## config.mk

```make
export PLATFORM = sky130hd
export DESIGN_NAME = prioritized_alert_arbiter_core_flat
export DESIGN_NICKNAME = d
export VERILOG_FILES = /design/src/rtl/paa_pkg.sv /design/src/rtl/paa_if.sv /design/src/rtl/paa_table.sv /design/src/rtl/paa_unit.sv /design/src/rtl/prioritized_alert_arbiter_core.sv /design/src/flat_wrapper.sv
export SDC_FILE = /design/constraint.sdc
export NUM_CORES = 2
export LEC_CHECK = 0
export ABC_CLOCK_PERIOD_IN_PS = 11220
export BUFFER_PORTS_ARGS = -buffer_cell sky130_fd_sc_hd__buf_2
export CAP_MARGIN = 15
export CORE_MARGIN = 2
export CORE_UTILIZATION = 60
export CTS_BUF_LIST = sky130_fd_sc_hd__clkbuf_16
export CTS_CLUSTER_DIAMETER = 30
export CTS_CLUSTER_SIZE = 12
export DETAILED_ROUTE_END_ITERATION = 12
export GPL_TIMING_DRIVEN = 0
export HOLD_SLACK_MARGIN = 0.03
export PLACE_DENSITY = 0.81
export SLEW_MARGIN = 30
export SYNTH_ARGS = -nofsm -noshare
export SYNTH_HDL_FRONTEND = slang
export SYNTH_SLANG_ARGS = --single-unit
```

## constraint.sdc

```tcl
create_clock -name clock -period 11.22 [get_ports clock]
set_input_delay 0 -clock clock [delete_from_list [all_inputs] [get_ports clock]]
set_output_delay 0 -clock clock [all_outputs]
set_load 0.02 [all_outputs]
```

## src/rtl/paa_pkg.sv

```systemverilog
package paa_pkg;

   localparam int NUM_SOURCES        = 19;
   localparam int REQ_BITS           = 19;
   localparam int SRC_W              = $clog2(NUM_SOURCES);
   localparam int IDX_W              = 5;
   localparam int FRAME_W            = 32;
   localparam int NEXT_W             = FRAME_W + 1;
   localparam int PRI_W              = 16;
   localparam int TIME_W             = 20;
   localparam int FIRST_ACTIVE_FRAME = 2;

   localparam logic MODE_TICK = 1'b0;
   localparam logic MODE_LOAD = 1'b1;

   typedef enum logic [2:0] {
      S_IDLE,
      S_UPDATE,
      S_SELECT,
      S_COMMIT,
      S_DONE
   } state_type;

   typedef struct packed {
      logic               we;
      logic [SRC_W-1:0]   index;
      logic               defined;
      logic [PRI_W-1:0]   prio;
      logic [TIME_W-1:0]  cooldown;
      logic [TIME_W-1:0]  expire;
   } set_wr_type;

   typedef struct packed {
      logic               live_we;
      logic               live;
      logic               played_we;
      logic               played;
      logic               trig_we;
      logic [FRAME_W-1:0] trig;
      logic               nxt_we;
      logic [NEXT_W-1:0]  nxt;
   } ent_wr_type;

   typedef struct packed {
      logic               defined;
      logic               live;
      logic               played;
      logic [PRI_W-1:0]   prio;
      logic [TIME_W-1:0]  cooldown;
      logic [TIME_W-1:0]  expire;
      logic [FRAME_W-1:0] trig;
      logic [NEXT_W-1:0]  nxt;
   } ent_rd_type;

endpackage

```

## src/rtl/paa_if.sv

```systemverilog
interface paa_req_if import paa_pkg::*; ();
   logic               valid;
   logic               ready;
   logic               mode;
   logic [FRAME_W-1:0] frame;
   logic [REQ_BITS-1:0] request_mask;
   logic               enabled;
   logic               player_present;
   logic               output_busy;
   logic [IDX_W-1:0]   entry_index;
   logic               entry_defined;
   logic [PRI_W-1:0]   entry_priority;
   logic [TIME_W-1:0]  entry_cooldown;
   logic [TIME_W-1:0]  entry_expire;

   modport source (
      output valid, mode, frame, request_mask, enabled, player_present, output_busy,
             entry_index, entry_defined, entry_priority, entry_cooldown, entry_expire,
      input  ready
   );
   modport sink (
      input  valid, mode, frame, request_mask, enabled, player_present, output_busy,
             entry_index, entry_defined, entry_priority, entry_cooldown, entry_expire,
      output ready
   );
endinterface

interface paa_rsp_if import paa_pkg::*; ();
   logic             valid;
   logic             ready;
   logic             announce_valid;
   logic [IDX_W-1:0] announce_source;

   modport source (output valid, announce_valid, announce_source, input ready);
   modport sink (input valid, announce_valid, announce_source, output ready);
endinterface

```

## src/rtl/paa_table.sv

```systemverilog
module paa_table import paa_pkg::*; (
   input  logic             clock,
   input  logic             reset,
   input  set_wr_type       set_wr,
   input  logic [SRC_W-1:0] ent_idx,
   input  ent_wr_type       ent_wr,
   output ent_rd_type       ent_rd
);

   logic [NUM_SOURCES-1:0] defined_ff;
   logic [NUM_SOURCES-1:0] live_ff;
   logic [NUM_SOURCES-1:0] played_ff;
   logic [PRI_W-1:0]       prio_ff     [NUM_SOURCES];
   logic [TIME_W-1:0]      cooldown_ff [NUM_SOURCES];
   logic [TIME_W-1:0]      expire_ff   [NUM_SOURCES];
   logic [FRAME_W-1:0]     trig_ff     [NUM_SOURCES];
   logic [NEXT_W-1:0]      nxt_ff      [NUM_SOURCES];

   always_ff @(posedge clock) begin
      if (reset) begin
         defined_ff <= '0;
         live_ff    <= '0;
         played_ff  <= '0;
      end else begin
         if (set_wr.we) begin
            defined_ff[set_wr.index] <= set_wr.defined;
         end
         if (ent_wr.live_we) begin
            live_ff[ent_idx] <= ent_wr.live;
         end
         if (ent_wr.played_we) begin
            played_ff[ent_idx] <= ent_wr.played;
         end
      end
   end

   always_ff @(posedge clock) begin
      if (set_wr.we) begin
         prio_ff[set_wr.index]     <= set_wr.prio;
         cooldown_ff[set_wr.index] <= set_wr.cooldown;
         expire_ff[set_wr.index]   <= set_wr.expire;
      end
      if (ent_wr.trig_we) begin
         trig_ff[ent_idx] <= ent_wr.trig;
      end
      if (ent_wr.nxt_we) begin
         nxt_ff[ent_idx] <= ent_wr.nxt;
      end
   end

   always_comb begin
      ent_rd.defined  = defined_ff[ent_idx];
      ent_rd.live     = live_ff[ent_idx];
      ent_rd.played   = played_ff[ent_idx];
      ent_rd.prio     = prio_ff[ent_idx];
      ent_rd.cooldown = cooldown_ff[ent_idx];
      ent_rd.expire   = expire_ff[ent_idx];
      ent_rd.trig     = trig_ff[ent_idx];
      ent_rd.nxt      = nxt_ff[ent_idx];
   end

endmodule

```

## src/rtl/paa_unit.sv

```systemverilog
module paa_unit import paa_pkg::*; (
   input  logic [NEXT_W-1:0] add_a,
   input  logic [TIME_W-1:0] add_b,
   input  logic [NEXT_W-1:0] cmp_rhs,
   output logic [NEXT_W-1:0] sum,
   output logic              sum_le
);

   // Operands never exceed 2^32 + 2^20, so the sum cannot wrap.
   assign sum    = add_a + NEXT_W'(add_b);
   assign sum_le = (sum <= cmp_rhs);

endmodule

```

## src/rtl/prioritized_alert_arbiter_core.sv

```systemverilog
// Channel   Port      Dir  Accepted when         Payload
// request   req_chan  in   valid && ready        mode, frame, request_mask, flags, entry fields
// result    rsp_chan  out  valid && ready        announce_valid, announce_source
//
// A load, a disabled tick or an early-frame tick goes from IDLE straight to DONE, which
// registers the result. A full tick gives each source an update step through the one
// shared adder/comparator and a select step, then one commit step for the winner. One
// item at a time; ready is high only when idle, and a waiting result does not block
// the next accept, only the next result.
// Reset clears the defined, live and played bits and the held requests.
module prioritized_alert_arbiter_core import paa_pkg::*; (
   input logic   clock,
   input logic   reset,
   paa_req_if.sink   req_chan,
   paa_rsp_if.source rsp_chan
);

   state_type state_ff, state_in;

   logic [SRC_W-1:0]    idx_ff, idx_in;
   logic [FRAME_W-1:0]  frame_ff, frame_in;
   logic [NEXT_W-1:0]   frame_p1_ff, frame_p1_in;
   logic [REQ_BITS-1:0] reqs_ff, reqs_in;
   logic [REQ_BITS-1:0] held_ff, held_in;
   logic                player_ff, player_in;
   logic                busy_ff, busy_in;
   logic                win_valid_ff, win_valid_in;
   logic [SRC_W-1:0]    win_idx_ff, win_idx_in;
   logic [PRI_W-1:0]    win_pri_ff, win_pri_in;
   logic [FRAME_W-1:0]  win_trig_ff, win_trig_in;
   logic                rsp_valid_ff, rsp_valid_in;
   logic                rsp_ann_ff, rsp_ann_in;
   logic [IDX_W-1:0]    rsp_src_ff, rsp_src_in;

   set_wr_type set_wr;
   ent_wr_type ent_wr;
   ent_rd_type ent_rd;

   logic [NEXT_W-1:0]      unit_a;
   logic [TIME_W-1:0]      unit_b;
   logic [NEXT_W-1:0]      unit_rhs;
   logic [NEXT_W-1:0]      unit_sum;
   logic                   unit_le;
   logic [NUM_SOURCES-1:0] req_ext;

   logic accept;
   logic tick_go;
   logic last_idx;
   logic rsp_free;
   logic create;
   logic cand;
   logic better;

   paa_table u_table (
      .clock   (clock),
      .reset   (reset),
      .set_wr  (set_wr),
      .ent_idx (idx_ff),
      .ent_wr  (ent_wr),
      .ent_rd  (ent_rd)
   );

   paa_unit u_unit (
      .add_a   (unit_a),
      .add_b   (unit_b),
      .cmp_rhs (unit_rhs),
      .sum     (unit_sum),
      .sum_le  (unit_le)
   );

   assign accept   = req_chan.valid && req_chan.ready;
   assign tick_go  = (req_chan.mode == MODE_TICK) && req_chan.enabled &&
                     (req_chan.frame >= FRAME_W'(FIRST_ACTIVE_FRAME));
   assign last_idx = (idx_ff == SRC_W'(NUM_SOURCES - 1));
   assign rsp_free = !rsp_valid_ff || rsp_chan.ready;
   assign req_ext  = NUM_SOURCES'(reqs_ff);
   assign create   = player_ff && ent_rd.defined && !ent_rd.live && req_ext[idx_ff];
   assign cand     = !busy_ff && ent_rd.live && !ent_rd.played && (ent_rd.prio != '0);
   assign better   = !win_valid_ff || (ent_rd.prio > win_pri_ff) ||
                     ((ent_rd.prio == win_pri_ff) && (ent_rd.trig < win_trig_ff));

   assign rsp_chan.valid           = rsp_valid_ff;
   assign rsp_chan.announce_valid  = rsp_ann_ff;
   assign rsp_chan.announce_source = rsp_src_ff;

   // Next state
   always_comb begin
      state_in = state_ff;
      case (state_ff)
         S_IDLE: begin
            if (accept) begin
               state_in = tick_go ? S_UPDATE : S_DONE;
            end
         end
         S_UPDATE: state_in = S_SELECT;
         S_SELECT: state_in = last_idx ? S_COMMIT : S_UPDATE;
         S_COMMIT: state_in = S_DONE;
         S_DONE: begin
            if (rsp_free) begin
               state_in = S_IDLE;
            end
         end
         default: state_in = S_IDLE;
      endcase
   end

   // Outputs of the sequencer: handshake, table writes, shared unit operands
   always_comb begin
      req_chan.ready  = 1'b0;
      set_wr          = '0;
      ent_wr          = '0;
      unit_a          = '0;
      unit_b          = '0;
      unit_rhs        = '0;
      set_wr.index    = SRC_W'(req_chan.entry_index);
      set_wr.defined  = req_chan.entry_defined;
      set_wr.prio     = req_chan.entry_priority;
      set_wr.cooldown = req_chan.entry_cooldown;
      set_wr.expire   = req_chan.entry_expire;
      case (state_ff)
         S_IDLE: begin
            req_chan.ready = 1'b1;
            set_wr.we = accept && (req_chan.mode == MODE_LOAD) &&
                        (int'(req_chan.entry_index) < NUM_SOURCES);
         end
         S_UPDATE: begin
            if (create) begin
               // new entry expires at once only when its expiry is zero
               unit_a           = {1'b0, frame_ff};
               unit_b           = ent_rd.cooldown;
               ent_wr.live_we   = 1'b1;
               ent_wr.live      = (ent_rd.expire != '0);
               ent_wr.played_we = 1'b1;
               ent_wr.played    = 1'b0;
               ent_wr.trig_we   = 1'b1;
               ent_wr.trig      = frame_ff;
               ent_wr.nxt_we    = 1'b1;
               ent_wr.nxt       = unit_sum;
            end else if (ent_rd.live) begin
               if (ent_rd.played) begin
                  unit_a   = ent_rd.nxt;
                  unit_rhs = frame_p1_ff;
               end else begin
                  unit_a   = {1'b0, ent_rd.trig};
                  unit_b   = ent_rd.expire;
                  unit_rhs = {1'b0, frame_ff};
               end
               ent_wr.live_we = unit_le;
               ent_wr.live    = 1'b0;
            end
         end
         S_COMMIT: begin
            if (win_valid_ff) begin
               unit_a           = {1'b0, frame_ff};
               unit_b           = ent_rd.cooldown;
               ent_wr.played_we = 1'b1;
               ent_wr.played    = 1'b1;
               ent_wr.nxt_we    = 1'b1;
               ent_wr.nxt       = unit_sum;
            end
         end
         default: begin
         end
      endcase
   end

   // Datapath next values
   always_comb begin
      idx_in       = idx_ff;
      frame_in     = frame_ff;
      frame_p1_in  = frame_p1_ff;
      reqs_in      = reqs_ff;
      held_in      = held_ff;
      player_in    = player_ff;
      busy_in      = busy_ff;
      win_valid_in = win_valid_ff;
      win_idx_in   = win_idx_ff;
      win_pri_in   = win_pri_ff;
      win_trig_in  = win_trig_ff;
      rsp_valid_in = rsp_valid_ff && !rsp_chan.ready;
      rsp_ann_in   = rsp_ann_ff;
      rsp_src_in   = rsp_src_ff;
      case (state_ff)
         S_IDLE: begin
            if (accept) begin
               frame_in     = req_chan.frame;
               frame_p1_in  = {1'b0, req_chan.frame} + NEXT_W'(1);
               player_in    = req_chan.player_present;
               busy_in      = req_chan.output_busy;
               win_valid_in = 1'b0;
               win_idx_in   = '0;
               idx_in       = '0;
               if (req_chan.mode == MODE_TICK) begin
                  if (!req_chan.enabled) begin
                     held_in = '0;
                  end else if (!tick_go) begin
                     // early frame: hold requests for the first active tick
                     held_in = held_ff | req_chan.request_mask;
                  end else begin
                     reqs_in = held_ff | req_chan.request_mask;
                     held_in = '0;
                  end
               end
            end
         end
         S_SELECT: begin
            if (cand && better) begin
               win_valid_in = 1'b1;
               win_idx_in   = idx_ff;
               win_pri_in   = ent_rd.prio;
               win_trig_in  = ent_rd.trig;
            end
            // point at the winner for the commit step
            idx_in = last_idx ? win_idx_in : idx_ff + SRC_W'(1);
         end
         S_DONE: begin
            if (rsp_free) begin
               rsp_valid_in = 1'b1;
               rsp_ann_in   = win_valid_ff;
               rsp_src_in   = win_valid_ff ? IDX_W'(win_idx_ff) : '0;
            end
         end
         default: begin
         end
      endcase
   end

   always_ff @(posedge clock) begin
      if (reset) begin
         state_ff     <= S_IDLE;
         held_ff      <= '0;
         win_valid_ff <= 1'b0;
         rsp_valid_ff <= 1'b0;
      end else begin
         state_ff     <= state_in;
         held_ff      <= held_in;
         win_valid_ff <= win_valid_in;
         rsp_valid_ff <= rsp_valid_in;
      end
   end

   always_ff @(posedge clock) begin
      idx_ff      <= idx_in;
      frame_ff    <= frame_in;
      frame_p1_ff <= frame_p1_in;
      reqs_ff     <= reqs_in;
      player_ff   <= player_in;
      busy_ff     <= busy_in;
      win_idx_ff  <= win_idx_in;
      win_pri_ff  <= win_pri_in;
      win_trig_ff <= win_trig_in;
      rsp_ann_ff  <= rsp_ann_in;
      rsp_src_ff  <= rsp_src_in;
   end

`ifndef SYNTH
   a_win_needs_idle_output: assert property (@(posedge clock) disable iff (reset)
      win_valid_ff |-> !busy_ff)
      else $error("winner chosen while output busy");

   a_commit_entry_waiting: assert property (@(posedge clock) disable iff (reset)
      (state_ff == S_COMMIT) && win_valid_ff |-> ent_rd.live && !ent_rd.played)
      else $error("committed winner is not a waiting entry");

   a_no_accept_while_busy: assert property (@(posedge clock) disable iff (reset)
      (state_ff != S_IDLE) |-> !req_chan.ready)
      else $error("item accepted during a scan");

   a_quiet_source_zero: assert property (@(posedge clock) disable iff (reset)
      rsp_chan.valid && !rsp_chan.announce_valid |-> (rsp_chan.announce_source == '0))
      else $error("source index set without an announcement");
`endif

endmodule
```

## src/flat_wrapper.sv

```systemverilog
// flat-port wrapper written by rule: the top's interface ports become plain ports
module prioritized_alert_arbiter_core_flat import paa_pkg::*;
  (clock, reset, req_chan_valid, req_chan_mode, req_chan_frame, req_chan_request_mask, req_chan_enabled, req_chan_player_present, req_chan_output_busy, req_chan_entry_index, req_chan_entry_defined, req_chan_entry_priority, req_chan_entry_cooldown, req_chan_entry_expire, req_chan_ready, rsp_chan_valid, rsp_chan_announce_valid, rsp_chan_announce_source, rsp_chan_ready);
  paa_req_if req_chan_i ();
  paa_rsp_if rsp_chan_i ();
  input logic clock;
  input logic reset;
  input wire logic [$bits(req_chan_i.valid)-1:0] req_chan_valid;
  input wire logic [$bits(req_chan_i.mode)-1:0] req_chan_mode;
  input wire logic [$bits(req_chan_i.frame)-1:0] req_chan_frame;
  input wire logic [$bits(req_chan_i.request_mask)-1:0] req_chan_request_mask;
  input wire logic [$bits(req_chan_i.enabled)-1:0] req_chan_enabled;
  input wire logic [$bits(req_chan_i.player_present)-1:0] req_chan_player_present;
  input wire logic [$bits(req_chan_i.output_busy)-1:0] req_chan_output_busy;
  input wire logic [$bits(req_chan_i.entry_index)-1:0] req_chan_entry_index;
  input wire logic [$bits(req_chan_i.entry_defined)-1:0] req_chan_entry_defined;
  input wire logic [$bits(req_chan_i.entry_priority)-1:0] req_chan_entry_priority;
  input wire logic [$bits(req_chan_i.entry_cooldown)-1:0] req_chan_entry_cooldown;
  input wire logic [$bits(req_chan_i.entry_expire)-1:0] req_chan_entry_expire;
  output wire logic [$bits(req_chan_i.ready)-1:0] req_chan_ready;
  output wire logic [$bits(rsp_chan_i.valid)-1:0] rsp_chan_valid;
  output wire logic [$bits(rsp_chan_i.announce_valid)-1:0] rsp_chan_announce_valid;
  output wire logic [$bits(rsp_chan_i.announce_source)-1:0] rsp_chan_announce_source;
  input wire logic [$bits(rsp_chan_i.ready)-1:0] rsp_chan_ready;
  assign req_chan_i.valid = req_chan_valid;
  assign req_chan_i.mode = req_chan_mode;
  assign req_chan_i.frame = req_chan_frame;
  assign req_chan_i.request_mask = req_chan_request_mask;
  assign req_chan_i.enabled = req_chan_enabled;
  assign req_chan_i.player_present = req_chan_player_present;
  assign req_chan_i.output_busy = req_chan_output_busy;
  assign req_chan_i.entry_index = req_chan_entry_index;
  assign req_chan_i.entry_defined = req_chan_entry_defined;
  assign req_chan_i.entry_priority = req_chan_entry_priority;
  assign req_chan_i.entry_cooldown = req_chan_entry_cooldown;
  assign req_chan_i.entry_expire = req_chan_entry_expire;
  assign req_chan_ready = req_chan_i.ready;
  assign rsp_chan_valid = rsp_chan_i.valid;
  assign rsp_chan_announce_valid = rsp_chan_i.announce_valid;
  assign rsp_chan_announce_source = rsp_chan_i.announce_source;
  assign rsp_chan_i.ready = rsp_chan_ready;
  prioritized_alert_arbiter_core u_core (.clock(clock), .reset(reset), .req_chan(req_chan_i), .rsp_chan(rsp_chan_i));
endmodule
```

==> flow_summary.ini <==
[outcome]
status = finished, violations left
failed_checks = negative setup slack

[synthesis]
yosys_register_bits = 2535
synth-seq-area-share_pct = 73.4
synth_area_leaders = edfxtp_1 72%, mux4_2 12%, mux2i_1 2.5%, dfxtp_1 1.7%, nand2_1 1.4%
synth_edf_count = 2449
synth_compound_area_share_pct = 3.46
synth.lib_cells_used.distinct = 87
synth_flop_cell = edfxtp_1
synth_xor_area_share_pct = 0.512
synth_simple_gate_area_share_pct = 4.10
yosysTopAreaCellShare_pct = 71.7
synth_top_family_by_area = multiplexers
synthesis.instances = 5403
ys.warnings.count = 0
postSynthAreaPerCell_sq_um = 19.0
synthTopCellsByCount = 2449 x edfxtp_1, 557 x mux4_2, 387 x nand2_1
synth.most_common_cell = edfxtp_1
netlist.top_cell.by_area = edfxtp_1
async_flop_share_pct = 0
yosys-mux-area-fraction_pct = 15.5
synth.net_count = 5631
syn_area_sq_um = 103000
synth-adder-area-share_pct = 1.31

[grt]
globalRouteOverflowTotal = 0
grt_first_pass_wirelength_um = 503000
grt_antenna_before_repair = 41
grt_start_max_net_pins = 53
first_global_vias = 66600
grt_overall_usage_pct = 42.0

[hold_path]
timing.hold.worst_path_depth = 3
hold_class = in -> reg
worstHoldStart = req_chan_frame[11]
worst_hold_path.endpoint = u_core.frame_p1_ff[11]

[cells_and_area]
fillers = 8487
layout.area.seq_sq_um = 75300
postLayoutCellArea_sq_um = 128000
num-nets-final = 6596
layout-area-overhead-vs-synth_pct = 24.8
drive_gt1_share_pct = 28.2
multi_input_comb_area_sq_um = 26100
post-route-util_pct = 75.5

[timing]
rsz0062_at_grt = false
worst-slew-pin-transition_ns = 1.20
relSlewSlack_pct = 19.4
fin_ws_ns = -0.147
hold_viol_final = 0
timing.final.setup_violations = 10
fin_crit_sh_pct = 101
fmax_ghz = 0.0880
finalWorstPathRequiredPeriod_ns = 11.37
clock_skew_ns = 0.102
finalMaxSlewViolations = 0

[power_and_ir_drop]
power.density_cell_area_nw_per_um2 = 199
vdd.ir_drop.worst_mv = 0.218
total_leakage_power_uw = 0.0443
report.power.total_uw = 25500

[critical_path]
critical_path.startpoint_type = flop
end_kind = flop
r2r_setup_slack_ns = -0.15
ff2ff_path_depth = 29
worst_path_max_delay_cell = buf_1
critical_path.max_fanout = 10
r2r_path_end = u_core.u_table.live_ff[6]
worst_path_largest_cell_delay_ns = 0.86
critical_path_class = reg -> reg
critical_path_required_ns = 12.05
path_common_cell = buf_2
worst_endpoint_data_arrival_time_ns = 12.20

[placement]
place.port_buffers = 126
detailedPlacementHpwl_um = 206000
detailed_place.area_sq_um = 111000
finalWeightedCongestion = 0.982
pre_cts_ws_ns = -1.86

[clock_network]
cts_sink_cnt = 2535
htreeDepth = 5
ctsLongestPathBuffers = 4
worstSkewPairLatency_ns = 1.02
clock_slew_at_the_register_clock_pins_of_the_worst_setup_and_hold_paths_ns = 0.06
cts_root_buffer = clkbuf_16
cts_inserted_buffers = 431
tritoncts_clock_tree = done

[die]
initial_utilization_pct = 60.5
die_h_um = 417
fp.dieArea_sq_um = 174000
placementRows = 151
die_width_um = 417
floorplan.io_pins = 129
fp.coreArea_sq_um = 170000

[drt]
met3_length_um = 49000
top_signal_layer_used = met5
wl_met2_um = 170000
vias = 65600
drt-pass1-iter-count = 8
route.final.wire_length_um = 364000
routedLengthMet1_um = 112000
detailedRoute.firstIterationViolations = 12000
final_routed_wire_length_divided_by_cell_count_um = 40.6
route.detailed.vias_per_inst = 7.31
ant_nets_after_route = 0
drc = 0

[flow_run]
number_of_max_cap_violations = 0
[flip-flops by register name, indices dropped and copies added (netlist names), 32 cells and up, named ones only]
register / flops
u_core.frame_ff: 32
u_core.frame_p1_ff: 33
u_core.u_table.cooldown_ff: 380
u_core.u_table.expire_ff: 380
u_core.u_table.nxt_ff: 627
u_core.u_table.prio_ff: 304
u_core.u_table.trig_ff: 608
u_core.win_trig_ff: 32
[per-stage QoR]
stage / hold slack [ns] / cells / setup TNS (ns)
after floorplan: 0.0989 / 5403 / 0
after global placement: 0.243 / 7747 / -52.41
after detailed placement: 0.243 / 7910 / -32.12
after CTS: 0.0354 / 8939 / 0
after global routing: 0.0481 / 8953 / 0
final: 0.0721 / 8973 / -0.973
[what timing repair did]
action | 4_1_cts | 5_1_grt
endpoints found under the hold margin | 1290 | 0
cloned | 0 | 0
pin swaps | 1 | 2
setup endpoints to repair | 19 | 19
buffers inserted | 2 | 0
gates resized for setup | 36 | 52
hold buffers | 243 | 0
[critical path: cells and delay by family (launching register included)]
| kind | cells | cell delay, ns |
|---|---|---|
| adder cells (fa/ha/maj) | 2 | 0.83 |
| buffers and inverters | 9 | 4.25 |
| AND/OR/NAND/NOR | 9 | 3.01 |
| AO/OA/AOI/OAI | 7 | 1.90 |
| XOR/XNOR | 1 | 0.16 |
| flip-flops | 1 | 0.48 |
| multiplexers | 1 | 0.48 |
[area by class of cell]
class | count | share of cell area, %
diodes | 35 | 0.0684
clock buffers | 438 | 8.56
repair buffers | 535 | 5.75
flip-flops and latches | 2535 | 58.8
inverters | 77 | 0.234
plain buffers | 276 | 1.26
well taps | 2218 | 2.17
clock inverters | 347 | 2.77
multi-input cells | 2512 | 20.4
[placed cells by master (no fill, tap or decap), types with 66 or more instances in the layout]
master            n
o21ai_0         231
clkbuf_1         91
inv_1           105
nor2_1          108
mux4_2          557
dfxtp_1          86
clkbuf_16       438
buf_2           193
nand2_1         387
a21oi_1         137
ha_1            106
clkinv_2         66
mux2i_1         250
and2_1           70
buf_16          142
edfxtp_1       2449
dlygate4sd3_1   243
[metal layers]
layer  track usage (%)  vias up
met5                 0        -
li1                  -    24000
met3              14.3     1947
met4              31.1       20
met2              65.2     7081
met1              48.9    32600
[cell families after synthesis]
kind of cell	count (synthesis)
AND/OR/NAND/NOR	887
flip-flops	2535
XOR/XNOR	60
adder cells (fa/ha/maj)	107
multiplexers	874
AO/OA/AOI/OAI	584
buffers and inverters	356
[how the worst max path moves through the flow]
stage	startpoint	end	slack, ns	cells past startpoint
after detailed placement	flop	u_core.u_table.live_ff[7]	-1.86	34
after global placement	flop	u_core.u_table.live_ff[15]	-1.76	33
after floorplan	flop	u_core.u_table.live_ff[15]	3.44	34
after CTS	flop	u_core.u_table.live_ff[6]	0.01	33
after global routing	flop	u_core.u_table.live_ff[7]	0.02	29
final	flop	u_core.u_table.live_ff[6]	-0.15	29
[where the power goes]
| group | internal, uW | switching (uW) | total (uW) |
|---|---|---|---|
| Sequential | 10400 | 31.7 | 10400 |
| Clock | 8440 | 4950 | 13400 |
| Combinational | 627 | 1090 | 1720 |
(Power assumes the default switching activity.)
